## src/hdl/xrpc_pkg.sv

```systemverilog
// shared types and constants for the xor range pair counter
package xrpc_pkg;

  localparam int EPOCH_BITS = 8;

  typedef enum logic [2:0] {
    ST_INIT,
    ST_IDLE,
    ST_WIPE,
    ST_START,
    ST_WALK,
    ST_SUM,
    ST_INS,
    ST_DONE
  } state_t;

  typedef enum logic {
    REG_RANGE_LOW,
    REG_RANGE_HIGH
  } reg_idx_t;

  typedef struct packed {
    logic start;
    logic clearing;
    logic ins_issue;
    logic load_out;
  } ctl_t;

endpackage

```

## src/hdl/xrpc_walk.sv

```systemverilog
// one trie walk: counts stored values whose xor with the value is at most the bound
module xrpc_walk #(
  parameter int VALUE_BITS = 16,
  parameter int COUNT_BITS = 16,
  parameter int ACC_BITS   = 21
) (
  input  logic                                      clk,
  input  logic                                      rst_n,
  input  logic                                      start,
  input  logic [VALUE_BITS-1:0]                     value,
  input  logic [VALUE_BITS-1:0]                     bound,
  input  logic [xrpc_pkg::EPOCH_BITS-1:0]           epoch,
  output logic [VALUE_BITS:0]                       rd_addr,
  input  logic [COUNT_BITS+xrpc_pkg::EPOCH_BITS-1:0] rd_data,
  output logic [ACC_BITS-1:0]                       acc,
  output logic                                      done
);

  localparam int AW = VALUE_BITS + 1;
  localparam int SW = $clog2(VALUE_BITS + 2);
  localparam int EB = xrpc_pkg::EPOCH_BITS;
  localparam int DW = COUNT_BITS + EB;

  logic                  act_r;
  logic                  pend_r;
  logic                  addf_r;
  logic                  fin_r;
  logic                  done_r;
  logic [SW-1:0]         s_r;
  logic [VALUE_BITS-1:0] vs_r;
  logic [VALUE_BITS-1:0] ts_r;
  logic [VALUE_BITS-1:0] pre_r;
  logic [ACC_BITS-1:0]   acc_r;

  logic                  vb;
  logic                  tb;
  logic                  last;
  logic                  addf;
  logic [SW-1:0]         sel;
  logic [AW-1:0]         base;
  logic [AW-1:0]         cand;
  logic [COUNT_BITS-1:0] cnt;

  always_comb begin
    vb   = vs_r[VALUE_BITS-1];
    tb   = ts_r[VALUE_BITS-1];
    last = (s_r == SW'(VALUE_BITS + 1));
    sel  = last ? SW'(VALUE_BITS) : s_r;
    base = (AW'(1) << sel) - AW'(2);
    cand = last ? {1'b0, pre_r} : {pre_r, vb};
    rd_addr = base + cand;
    addf = last | tb;
    cnt  = (rd_data[DW-1 -: EB] == epoch) ? rd_data[COUNT_BITS-1:0] : '0;
  end

  always_ff @(posedge clk) begin
    if (!rst_n) begin
      act_r  <= 1'b0;
      pend_r <= 1'b0;
      done_r <= 1'b0;
    end else begin
      if (start) begin
        act_r <= 1'b1;
      end else if (act_r && last) begin
        act_r <= 1'b0;
      end
      pend_r <= act_r && !start;
      done_r <= pend_r && fin_r;
    end
  end

  always_ff @(posedge clk) begin
    addf_r <= addf;
    fin_r  <= last;
    if (start) begin
      s_r   <= SW'(1);
      vs_r  <= value;
      ts_r  <= bound;
      pre_r <= '0;
      acc_r <= '0;
    end else begin
      if (act_r) begin
        s_r   <= s_r + SW'(1);
        vs_r  <= {vs_r[VALUE_BITS-2:0], 1'b0};
        ts_r  <= {ts_r[VALUE_BITS-2:0], 1'b0};
        pre_r <= {pre_r[VALUE_BITS-2:0], vb ^ tb};
      end
      if (pend_r && addf_r) begin
        acc_r <= acc_r + ACC_BITS'(cnt);
      end
    end
  end

  assign acc  = acc_r;
  assign done = done_r;

endmodule

```

## config.mk

```make
export PLATFORM = sky130hd
export DESIGN_NAME = xrpc_walk
export DESIGN_NICKNAME = d
export VERILOG_FILES = /design/src/hdl/xrpc_pkg.sv /design/src/hdl/xrpc_walk.sv
export SDC_FILE = /design/constraint.sdc
export NUM_CORES = 1
export LEC_CHECK = 0
export BUFFER_PORTS_ARGS = -buffer_cell sky130_fd_sc_hd__buf_2
export CAP_MARGIN = 5
export CORE_MARGIN = 2
export CORE_UTILIZATION = 26
export DETAILED_ROUTE_END_ITERATION = 8
export SLEW_MARGIN = 20
export SYNTH_ARGS = -nofsm -noshare
export SYNTH_HDL_FRONTEND = slang
export SYNTH_SLANG_ARGS = --single-unit
export TNS_END_PERCENT = 5
```

## constraint.sdc

```tcl
create_clock -name clk -period 8.7 [get_ports clk]
set_input_delay 0.435 -clock clk [delete_from_list [all_inputs] [get_ports clk]]
set_output_delay 0.435 -clock clk [all_outputs]
set_load 0.005 [all_outputs]
```

==> impl_metrics.sql, run 1 <==
INSERT INTO impl_metrics (metric_group, metric, value, unit) VALUES
('synth', 'number_of_flops_mapped_to_enable_cells_by_yosys', '32', ''),
('clock_network', 'cts_num_sinks', '79', ''),
('worst_setup_path', 'timing.critical_path.buf_inv', '1', ''),
('worst_hold_path', 'hold_depth', '2', ''),
('clock_network', 'clock_insertion_delay_worst_skew', '0.35', 'ns'),
('timing', 'max_freq', '0.210', 'GHz'),
('place', 'dp_hpwl', '9030', 'um'),
('final_layout', 'fin_util', '31.9', '%'),
('worst_setup_path', 'crit_chain', 'nor3b_1 > and2_1 > mux2_2 > ha_1 > ha_1 > fa_1 > a21o_1 > a21oi_1 > nor2b_1 > o311ai_1 > a31oi_1 > xor2_1 > buf_2', ''),
('global_routing', 'global_route_wire_length_before_repair', '20000', 'um'),
('worst_setup_path', 'ff2ff_path_depth', '8', ''),
('clock_network', 'clock_tree.buffer_depth', '2', ''),
('run_status', 'status', 'finished clean', ''),
('worst_setup_path', 'worst-setup-path-type', 'reg -> out', ''),
('clock_network', 'holdBufCountCts', '0', ''),
('final_layout', 'fin_nets', '783', ''),
('global_routing', 'first_global_vias', '4142', ''),
('clock_network', 'clkSlewWorstSetupHoldPaths', '0.06', 'ns'),
('drt', 'route.detailed.vias_per_inst', '4.57', ''),
('floorplan', 'die_w', '148', 'um'),
('clock_network', 'tritoncts', 'yes', ''),
('worst_setup_path', 'crit_path_max_incr_delay', '0.46', 'ns'),
('global_routing', 'antenna_found_initial', '4', ''),
('floorplan', 'std_cell_rows', '52', ''),
('synth', 'asyncSetResetFlopFracSynth', '0', '%'),
('worst_setup_path', 'critical_path.startpoint_type', 'flop', ''),
('synth', 'mapped_cell_area', '0.00539', 'mm2'),
('drt', 'post-route-drc-count', '0', ''),
('clock_network', 'clock-root-buffer', 'sky130_fd_sc_hd__clkbuf_16', ''),
('timing', 'setup_viol_count_final', '0', ''),
('power', 'internal_power', '723', 'uW'),
('synth', 'postSynthCellCount', '566', ''),
('power', 'clock_group_share_of_total_power', '38.3', '%'),
('worst_setup_path', 'end_kind', 'primary output', ''),
('drt', 'drt-total-wl', '12100', 'um'),
('timing', 'maxSlewHeadroom', '40.4', '%'),
('worst_hold_path', 'holdCritPathClass', 'in -> reg', ''),
('power', 'power_leakage', '2.91', 'nW'),
('synth', 'netlist-cell-type-count', '59', ''),
('timing', 'rsz0062_at_grt', 'no', ''),
('global_routing', 'global_route.usage.total', '11.2', '%'),
('final_layout', 'layout-drive-gt1-share', '25.0', '%'),
('power', 'worst_ir_drop_vdd', '0.000104', 'V'),
('drt', 'routed_wire_length_per_instance', '12.9', 'um'),
('power', 'pwr-share-comb', '19.5', '%'),
('timing', 'drv_slew', '0', ''),
('place', 'globalplace.congestion', '0.790', ''),
('power', 'powerDensity', '153', 'mW/mm2'),
('run', 'max_cap_viols', '0', ''),
('final_layout', 'filler_cell_count', '2156', ''),
('worst_setup_path', 'cp_data_arrival_time', '4.32', 'ns'),
('floorplan', 'io_pins', '106', ''),
('synth', 'yosys_most_used_dff', 'sky130_fd_sc_hd__dfxtp_1', ''),
('floorplan', 'fp.dieH', '148', 'um'),
('worst_setup_path', 'crit_cells', '13', ''),
('floorplan', 'floorplan.die_area', '0.0219', 'mm2'),
('clock_network', 'cts-resized-gates', '0', ''),
('power', 'power_frac_seq', '42.2', '%'),
('floorplan', 'floorplan.initialDensity', '26.5', '%'),
('timing', 'setup_tns', '0', 'ns'),
('timing', 'timing.final.crit_share', '54.6', '%'),
('place', 'port-buffer-count', '105', ''),
('synth', 'avgSynthCellArea', '9.52', 'um2'),
('synth', 'yosysSeqAreaShare', '35.3', '%'),
('worst_setup_path', 'critical_path.max_fanout', '8', ''),
('timing', 'fin_skew', '0.00748', 'ns'),
('global_routing', 'grt_max_degree', '80', ''),
('synth', 'synth.ff_latch_count', '79', ''),
('worst_setup_path', 'critical_path_required', '8.27', 'ns'),
('synth', 'yosysWarningCount', '0', ''),
('drt', 'first_iter_violations', '161', '');
==> logic make-up (layout without fill, tap and decap cells) <==
kind of cell / after synthesis / in the layout / share of synthesized area (%)
adder cells (fa/ha/maj): 53 / 53 / 12.6
buffers and inverters: 57 / 159 / 4.37
AND/OR/NAND/NOR: 168 / 168 / 15.3
AO/OA/AOI/OAI: 111 / 111 / 14.2
XOR/XNOR: 34 / 34 / 5.53
multiplexers: 64 / 64 / 12.7
other: 0 / 2 / 0
flip-flops: 79 / 79 / 35.3
==> state kept, by name (all words and copies together), names as in the netlist <==
register	cells
acc	21
pre_r	16
ts_r	16
vs_r	16
s_r	5
act_r	1
addf_r	1
done	1
fin_r	1
pend_r	1
==> cells in the mapped netlist (2+ instances only) <==
cell / instances / area, um2
sky130_fd_sc_hd__xor2_1: 15 / 131
sky130_fd_sc_hd__nand4_1: 6 / 37.5
sky130_fd_sc_hd__a21oi_1: 30 / 150
sky130_fd_sc_hd__a211oi_1: 8 / 60.1
sky130_fd_sc_hd__and2_1: 23 / 144
sky130_fd_sc_hd__or3_1: 3 / 18.8
sky130_fd_sc_hd__buf_1: 4 / 15.0
sky130_fd_sc_hd__mux2_1: 2 / 22.5
sky130_fd_sc_hd__nor2b_1: 11 / 68.8
sky130_fd_sc_hd__nand2_1: 37 / 139
sky130_fd_sc_hd__nor4_1: 2 / 12.5
sky130_fd_sc_hd__and3_1: 6 / 37.5
sky130_fd_sc_hd__nor2_1: 51 / 191
sky130_fd_sc_hd__o21ai_1: 2 / 10.0
sky130_fd_sc_hd__a21o_1: 13 / 97.6
sky130_fd_sc_hd__o21ai_0: 16 / 80.1
sky130_fd_sc_hd__nand3_1: 8 / 40.0
sky130_fd_sc_hd__mux2i_1: 30 / 300
sky130_fd_sc_hd__mux2_2: 32 / 360
sky130_fd_sc_hd__o31ai_1: 3 / 22.5
sky130_fd_sc_hd__xnor2_1: 19 / 166
sky130_fd_sc_hd__inv_1: 35 / 131
sky130_fd_sc_hd__a22o_1: 2 / 17.5
sky130_fd_sc_hd__clkbuf_1: 13 / 48.8
sky130_fd_sc_hd__nor3b_1: 3 / 22.5
sky130_fd_sc_hd__or2_2: 3 / 18.8
sky130_fd_sc_hd__a311oi_1: 2 / 17.5
sky130_fd_sc_hd__dfxtp_1: 47 / 941
sky130_fd_sc_hd__fa_1: 2 / 40.0
sky130_fd_sc_hd__a21boi_0: 2 / 15.0
sky130_fd_sc_hd__a31oi_1: 4 / 25.0
sky130_fd_sc_hd__o21a_1: 9 / 67.6
sky130_fd_sc_hd__nor3_1: 9 / 45.0
sky130_fd_sc_hd__edfxtp_1: 32 / 961
sky130_fd_sc_hd__a21o_2: 2 / 17.5
sky130_fd_sc_hd__o22ai_1: 3 / 18.8
sky130_fd_sc_hd__buf_2: 3 / 15.0
sky130_fd_sc_hd__o21bai_1: 2 / 15.0
sky130_fd_sc_hd__a211oi_2: 2 / 25.0
sky130_fd_sc_hd__ha_1: 51 / 638
==> placed cells by master (no fill, tap or decap), types with 4 or more instances in the layout <==
cell type / instances
sky130_fd_sc_hd__ha_1: 51
sky130_fd_sc_hd__mux2i_1: 30
sky130_fd_sc_hd__inv_1: 35
sky130_fd_sc_hd__mux2_2: 32
sky130_fd_sc_hd__nand4_1: 6
sky130_fd_sc_hd__nor2_1: 51
sky130_fd_sc_hd__nor2b_1: 11
sky130_fd_sc_hd__o21ai_0: 16
sky130_fd_sc_hd__a211oi_1: 8
sky130_fd_sc_hd__edfxtp_1: 32
sky130_fd_sc_hd__clkbuf_16: 10
sky130_fd_sc_hd__a21oi_1: 30
sky130_fd_sc_hd__xnor2_1: 19
sky130_fd_sc_hd__a31oi_1: 4
sky130_fd_sc_hd__nand2_1: 37
sky130_fd_sc_hd__o21a_1: 9
sky130_fd_sc_hd__xor2_1: 15
sky130_fd_sc_hd__nand3_1: 8
sky130_fd_sc_hd__a21o_1: 13
sky130_fd_sc_hd__dfxtp_1: 47
sky130_fd_sc_hd__nor3_1: 9
sky130_fd_sc_hd__and3_1: 6
sky130_fd_sc_hd__and2_1: 23
sky130_fd_sc_hd__buf_2: 105
==> stage by stage <==
stage	total power, mW	setup slack [ns]	instances	instance area [um2]	hold WS, ns
after floorplan	0.550	4.92	566	5390	0.429
after detailed placement	0.622	4.30	922	6170	0.461
after CTS	1.01	3.90	938	6470	0.316
after global routing	1.04	3.60	939	6470	0.326
after global placement	0.621	4.38	922	6170	0.451
final	0.991	3.95	940	6470	0.334
==> worst reg2reg max path: stages, from the launching register on <==
cell	delay [ns]
sky130_fd_sc_hd__dfxtp_1	0.32
sky130_fd_sc_hd__ha_1	0.26
sky130_fd_sc_hd__fa_1	0.45
sky130_fd_sc_hd__a211oi_2	0.23
sky130_fd_sc_hd__o21ai_1	0.20
sky130_fd_sc_hd__a311oi_2	0.46
sky130_fd_sc_hd__a31oi_1	0.18
sky130_fd_sc_hd__xor2_1	0.17
sky130_fd_sc_hd__a22o_1	0.19
==> area by class of cell <==
class                           count  area [um2]  share of cell area (%)
Timing Repair Buffer              108         548                    8.47
Multi-Input combinational cell    430        3250                    50.2
Clock buffer                       10         250                    3.87
Inverter                           35         131                    2.03
Sequential cell                    79        1900                    29.4
Tap cell                          270         338                    5.22
Antenna cell                        2        5.00                  0.0773
Clock inverter                      6        48.8                   0.754
==> power by group through the flow <==
stage                     registers, mW  logic, mW  clock network (mW)
after floorplan                   0.422      0.127                   0
after global placement            0.426      0.195                   0
after detailed placement          0.427      0.196                   0
after CTS                         0.419      0.198               0.393
after global routing              0.421      0.218               0.404
final                             0.418      0.193               0.380
==> worst paths after layout <==
path / start / end / slack (ns)
setup reg to reg: acc[0] / acc[12] / 6.13
hold reg to reg: fin_r / done / 0.47
setup / recovery: s_r[4] / rd_addr[15] / 3.95
hold / removal: rst_n / act_r / 0.33
==> routing by layer <==
| layer | track usage, % | share of wire [%] | wire [um] |
|---|---|---|---|
| met1 | 15.0 | 49 | 5870 |
| met2 | 16.6 | 43 | 5250 |
| met3 | 3.49 | 6.0 | 726 |
| met4 | 4.76 | 2.0 | 244 |
| met5 | 0 | 0.074 | 9 |
Note: power is estimated with default switching activity, not from simulation.
==> run 2: changes to the inputs <==
==> constraint.sdc (replaced) <==
create_clock -name clk -period 4.5 [get_ports clk]
set_input_delay 0.225 -clock clk [delete_from_list [all_inputs] [get_ports clk]]
set_output_delay 0.225 -clock clk [all_outputs]
set_load 0.005 [all_outputs]
==> run 2 against run 1 <==
Clock-buffer cell count up 1. Global-route usage is essentially flat. Wire length is 1.0% higher. Clock skew shrank 0.00067 ns. Die area unchanged. Sequential share of layout area down 0.14 points. Non-clock buffer count up 1. Register-to-register slack lost 4.2 ns. First-iteration DRC count rose by 11%. Flip-flop and latch count unchanged. Sequential power is 94% higher. Critical path type unchanged. Largest power group unchanged. Highest routed layer unchanged.
==> impl_metrics.sql, run 2 (synthesis results as in run 1) <==
INSERT INTO impl_metrics (metric_group, metric, value, unit) VALUES
('run_status', 'status', 'finished clean', ''),
('drt', 'routed_wire_length_per_instance', '13.0', 'um'),
('clock_network', 'cts_setup_buffers', '0', ''),
('worst_setup_path', 'worst-setup-path-type', 'reg -> out', ''),
('drt', 'vias', '4254', ''),
('clock_network', 'clock-root-buffer', 'sky130_fd_sc_hd__clkbuf_16', ''),
('timing', 'maxSlewHeadroom', '45.0', '%'),
('final_layout', 'most_used_cells_in_the_layout_excluding_fill_and_tap_cells', 'sky130_fd_sc_hd__buf_2 (105), sky130_fd_sc_hd__nor2_1 (51), sky130_fd_sc_hd__ha_1 (51)', ''),
('global_routing', 'global_route.usage.total', '11.2', '%'),
('final_layout', 'multiInputGateArea', '0.00326', 'mm2'),
('timing', 'drv_slew', '0', ''),
('final_layout', 'leading_cell_type_in_the_layout_fill_and_taps_excluded', 'sky130_fd_sc_hd__buf_2', ''),
('worst_setup_path', 'crit_path_top_delay_cell', 'sky130_fd_sc_hd__o311ai_1', ''),
('drt', 'first_iter_violations', '178', ''),
('final_layout', 'area_delta_synth_final', '20.9', '%'),
('clock_network', 'ctsHtreeMaxLevel', '3', ''),
('global_routing', 'global_route_wire_length_before_repair', '19900', 'um'),
('final_layout', 'fin_nets', '784', ''),
('timing', 'max_freq', '0.237', 'GHz'),
('floorplan', 'floorplan.initialDensity', '26.5', '%'),
('worst_setup_path', 'crit_path_max_incr_delay', '0.46', 'ns'),
('timing', 'final_setup_slack_of_the_worst_path', '0.282', 'ns'),
('clock_network', 'cts_num_sinks', '79', ''),
('worst_setup_path', 'timing.critical_path.mode_cell', 'sky130_fd_sc_hd__ha_1', ''),
('place', 'port-buffer-count', '105', ''),
('global_routing', 'global_route.overflow_total', '0', ''),
('timing', 'rsz0062_at_grt', 'no', ''),
('clock_network', 'cts_made_buffers', '9', ''),
('clock_network', 'holdBufCountCts', '0', ''),
('timing', 'tightestPinTransition', '0.824', 'ns'),
('place', 'preCtsSetupSlack', '0.565', 'ns'),
('floorplan', 'io_pins', '106', ''),
('power', 'power_leakage', '2.92', 'nW'),
('global_routing', 'antenna_found_initial', '2', ''),
('clock_network', 'clkSlewWorstSetupHoldPaths', '0.06', 'ns'),
('timing', 'timing.final.crit_share', '93.7', '%'),
('worst_setup_path', 'critical_path_required', '4.28', 'ns'),
('timing', 'hold_viol', '0', ''),
('power', 'worst_ir_drop_vdd', '0.000226', 'V'),
('drt', 'post-route-drc-count', '0', ''),
('floorplan', 'die_w', '148', 'um'),
('drt', 'route.detailed.vias_per_inst', '4.53', ''),
('worst_setup_path', 'kind_of_cell_with_the_highest_combined_delay_on_the_critical_path', 'compound AO/OA/AOI/OAI gates', ''),
('worst_hold_path', 'holdCritPathClass', 'in -> reg', ''),
('place', 'globalplace.congestion', '0.779', ''),
('power', 'p_sw', '490', 'uW'),
('timing', 'fin_crit', '4.22', 'ns'),
('global_routing', 'grt_max_degree', '43', ''),
('clock_network', 'clock_insertion_delay_worst_skew', '0.34', 'ns'),
('power', 'power_frac_seq', '41.0', '%'),
('floorplan', 'std_cell_rows', '52', ''),
('worst_setup_path', 'cp_data_arrival_time', '3.99', 'ns'),
('final_layout', 'fin_util', '32.1', '%'),
('worst_setup_path', 'critical_path.max_fanout', '14', ''),
('drt', 'drtAntennaViolNets', '0', ''),
('worst_setup_path', 'end_kind', 'primary output', ''),
('final_layout', 'seq_area', '0.00190', 'mm2'),
('drt', 'drt-total-wl', '12200', 'um'),
('power', 'power_switching_share', '24.8', '%'),
('timing', 'setup_viol_count_final', '0', ''),
('floorplan', 'fp.dieH', '148', 'um'),
('drt', 'drt-pass1-iter-count', '4', ''),
('final_layout', 'filler_cell_count', '2191', ''),
('worst_setup_path', 'critical_path.startpoint_type', 'flop', ''),
('run', 'max_cap_viols', '0', ''),
('timing', 'setup_tns', '0', 'ns'),
('worst_setup_path', 'timing.critical_path.buf_inv', '1', ''),
('floorplan', 'coreArea', '0.0203', 'mm2'),
('clock_network', 'clock_tree.buffer_depth', '2', ''),
('timing', 'fin_skew', '0.00681', 'ns'),
('global_routing', 'first_global_vias', '4032', ''),
('final_layout', 'largest_register_ff_count', '21', ''),
('power', 'clock_group_share_of_total_power', '40.1', '%'),
('power', 'internal_power', '1.48', 'mW'),
('worst_setup_path', 'crit_chain', 'nor3b_2 > and2_1 > mux2_2 > ha_1 > ha_1 > fa_1 > a21o_1 > a21oi_1 > nor2b_1 > o311ai_1 > a31oi_1 > xor2_1 > buf_2', ''),
('final_layout', 'n_antenna_cell', '0', ''),
('power', 'pwr-share-comb', '18.9', '%'),
('final_layout', 'layout-drive-gt1-share', '25.3', '%'),
('place', 'dp_hpwl', '9220', 'um'),
('power', 'powerDensity', '303', 'mW/mm2'),
('clock_network', 'tritoncts', 'yes', ''),
('floorplan', 'floorplan.die_area', '0.0219', 'mm2');
[run 2: cell types whose count changed in the layout (fill, tap and decap cells not counted), moves of 2 or more]
cell / before / now
sky130_fd_sc_hd__bufinv_16: 0 / 2
sky130_fd_sc_hd__dfxtp_2: 0 / 2
sky130_fd_sc_hd__dfxtp_1: 47 / 45
sky130_fd_sc_hd__inv_6: 2 / 0
sky130_fd_sc_hd__diode_2: 2 / 0
[run 2: layout make-up]
class / instances / share of cell area, %
multi-input combinational: 430 / 50.0
inverter: 35 / 2.02
timing repair buffer: 109 / 8.59
clock buffer: 11 / 3.73
sequential: 79 / 29.2
clock inverter: 5 / 1.25
tap: 270 / 5.19
[run 2: what timing repair did]
item | in CTS | in global routing
setup endpoints to repair | 0 | 4
gates resized for setup | 0 | 4
hold endpoints to repair | 0 | 0
[run 2: stage by stage]
step           hold WS, ns  power (mW)  cell area (um2)  instances
2_1_floorplan        0.343        1.06             5390        566
3_3_place_gp         0.460        1.20             6180        923
3_5_place_dp         0.462        1.20             6180        923
4_1_cts             0.0983        2.02             6500        939
5_1_grt              0.108        2.08             6510        939
6_report             0.117        1.97             6510        939
[run 2: worst paths after layout]
path	depth (start not counted)	endpoint	start	slack (ns)
setup / recovery	13	rd_addr[15]	s_r[3]	0.28
hold / removal	2	act_r	rst_n	0.12
setup reg to reg	8	acc[12]	acc[0]	1.97
hold reg to reg	2	acc[0]	acc[0]	0.47
[run 2: layer usage]
layer	wire length, um	global-route usage [%]	up-vias
met3	691	3.55	14
li1	-	-	2219
met2	5320	16.7	64
met1	6030	15.2	1955
met4	177	4.19	2
met5	11	0	-
[run 2: worst register-to-register path, cell delays in order (launching register included)]
cell	delay, ns
sky130_fd_sc_hd__dfxtp_1	0.32
sky130_fd_sc_hd__ha_1	0.25
sky130_fd_sc_hd__fa_1	0.45
sky130_fd_sc_hd__a211oi_2	0.23
sky130_fd_sc_hd__o21ai_1	0.19
sky130_fd_sc_hd__a311oi_2	0.46
sky130_fd_sc_hd__a31oi_1	0.17
sky130_fd_sc_hd__xor2_1	0.17
sky130_fd_sc_hd__a22o_1	0.18
[run 2: power groups by stage]
stage | registers (mW) | clock network, mW | logic, mW
6_report | 0.810 | 0.791 | 0.373
5_1_grt | 0.815 | 0.841 | 0.424
4_1_cts | 0.810 | 0.824 | 0.382
3_5_place_dp | 0.825 | 0 | 0.378
3_3_place_gp | 0.824 | 0 | 0.378
2_1_floorplan | 0.816 | 0 | 0.246
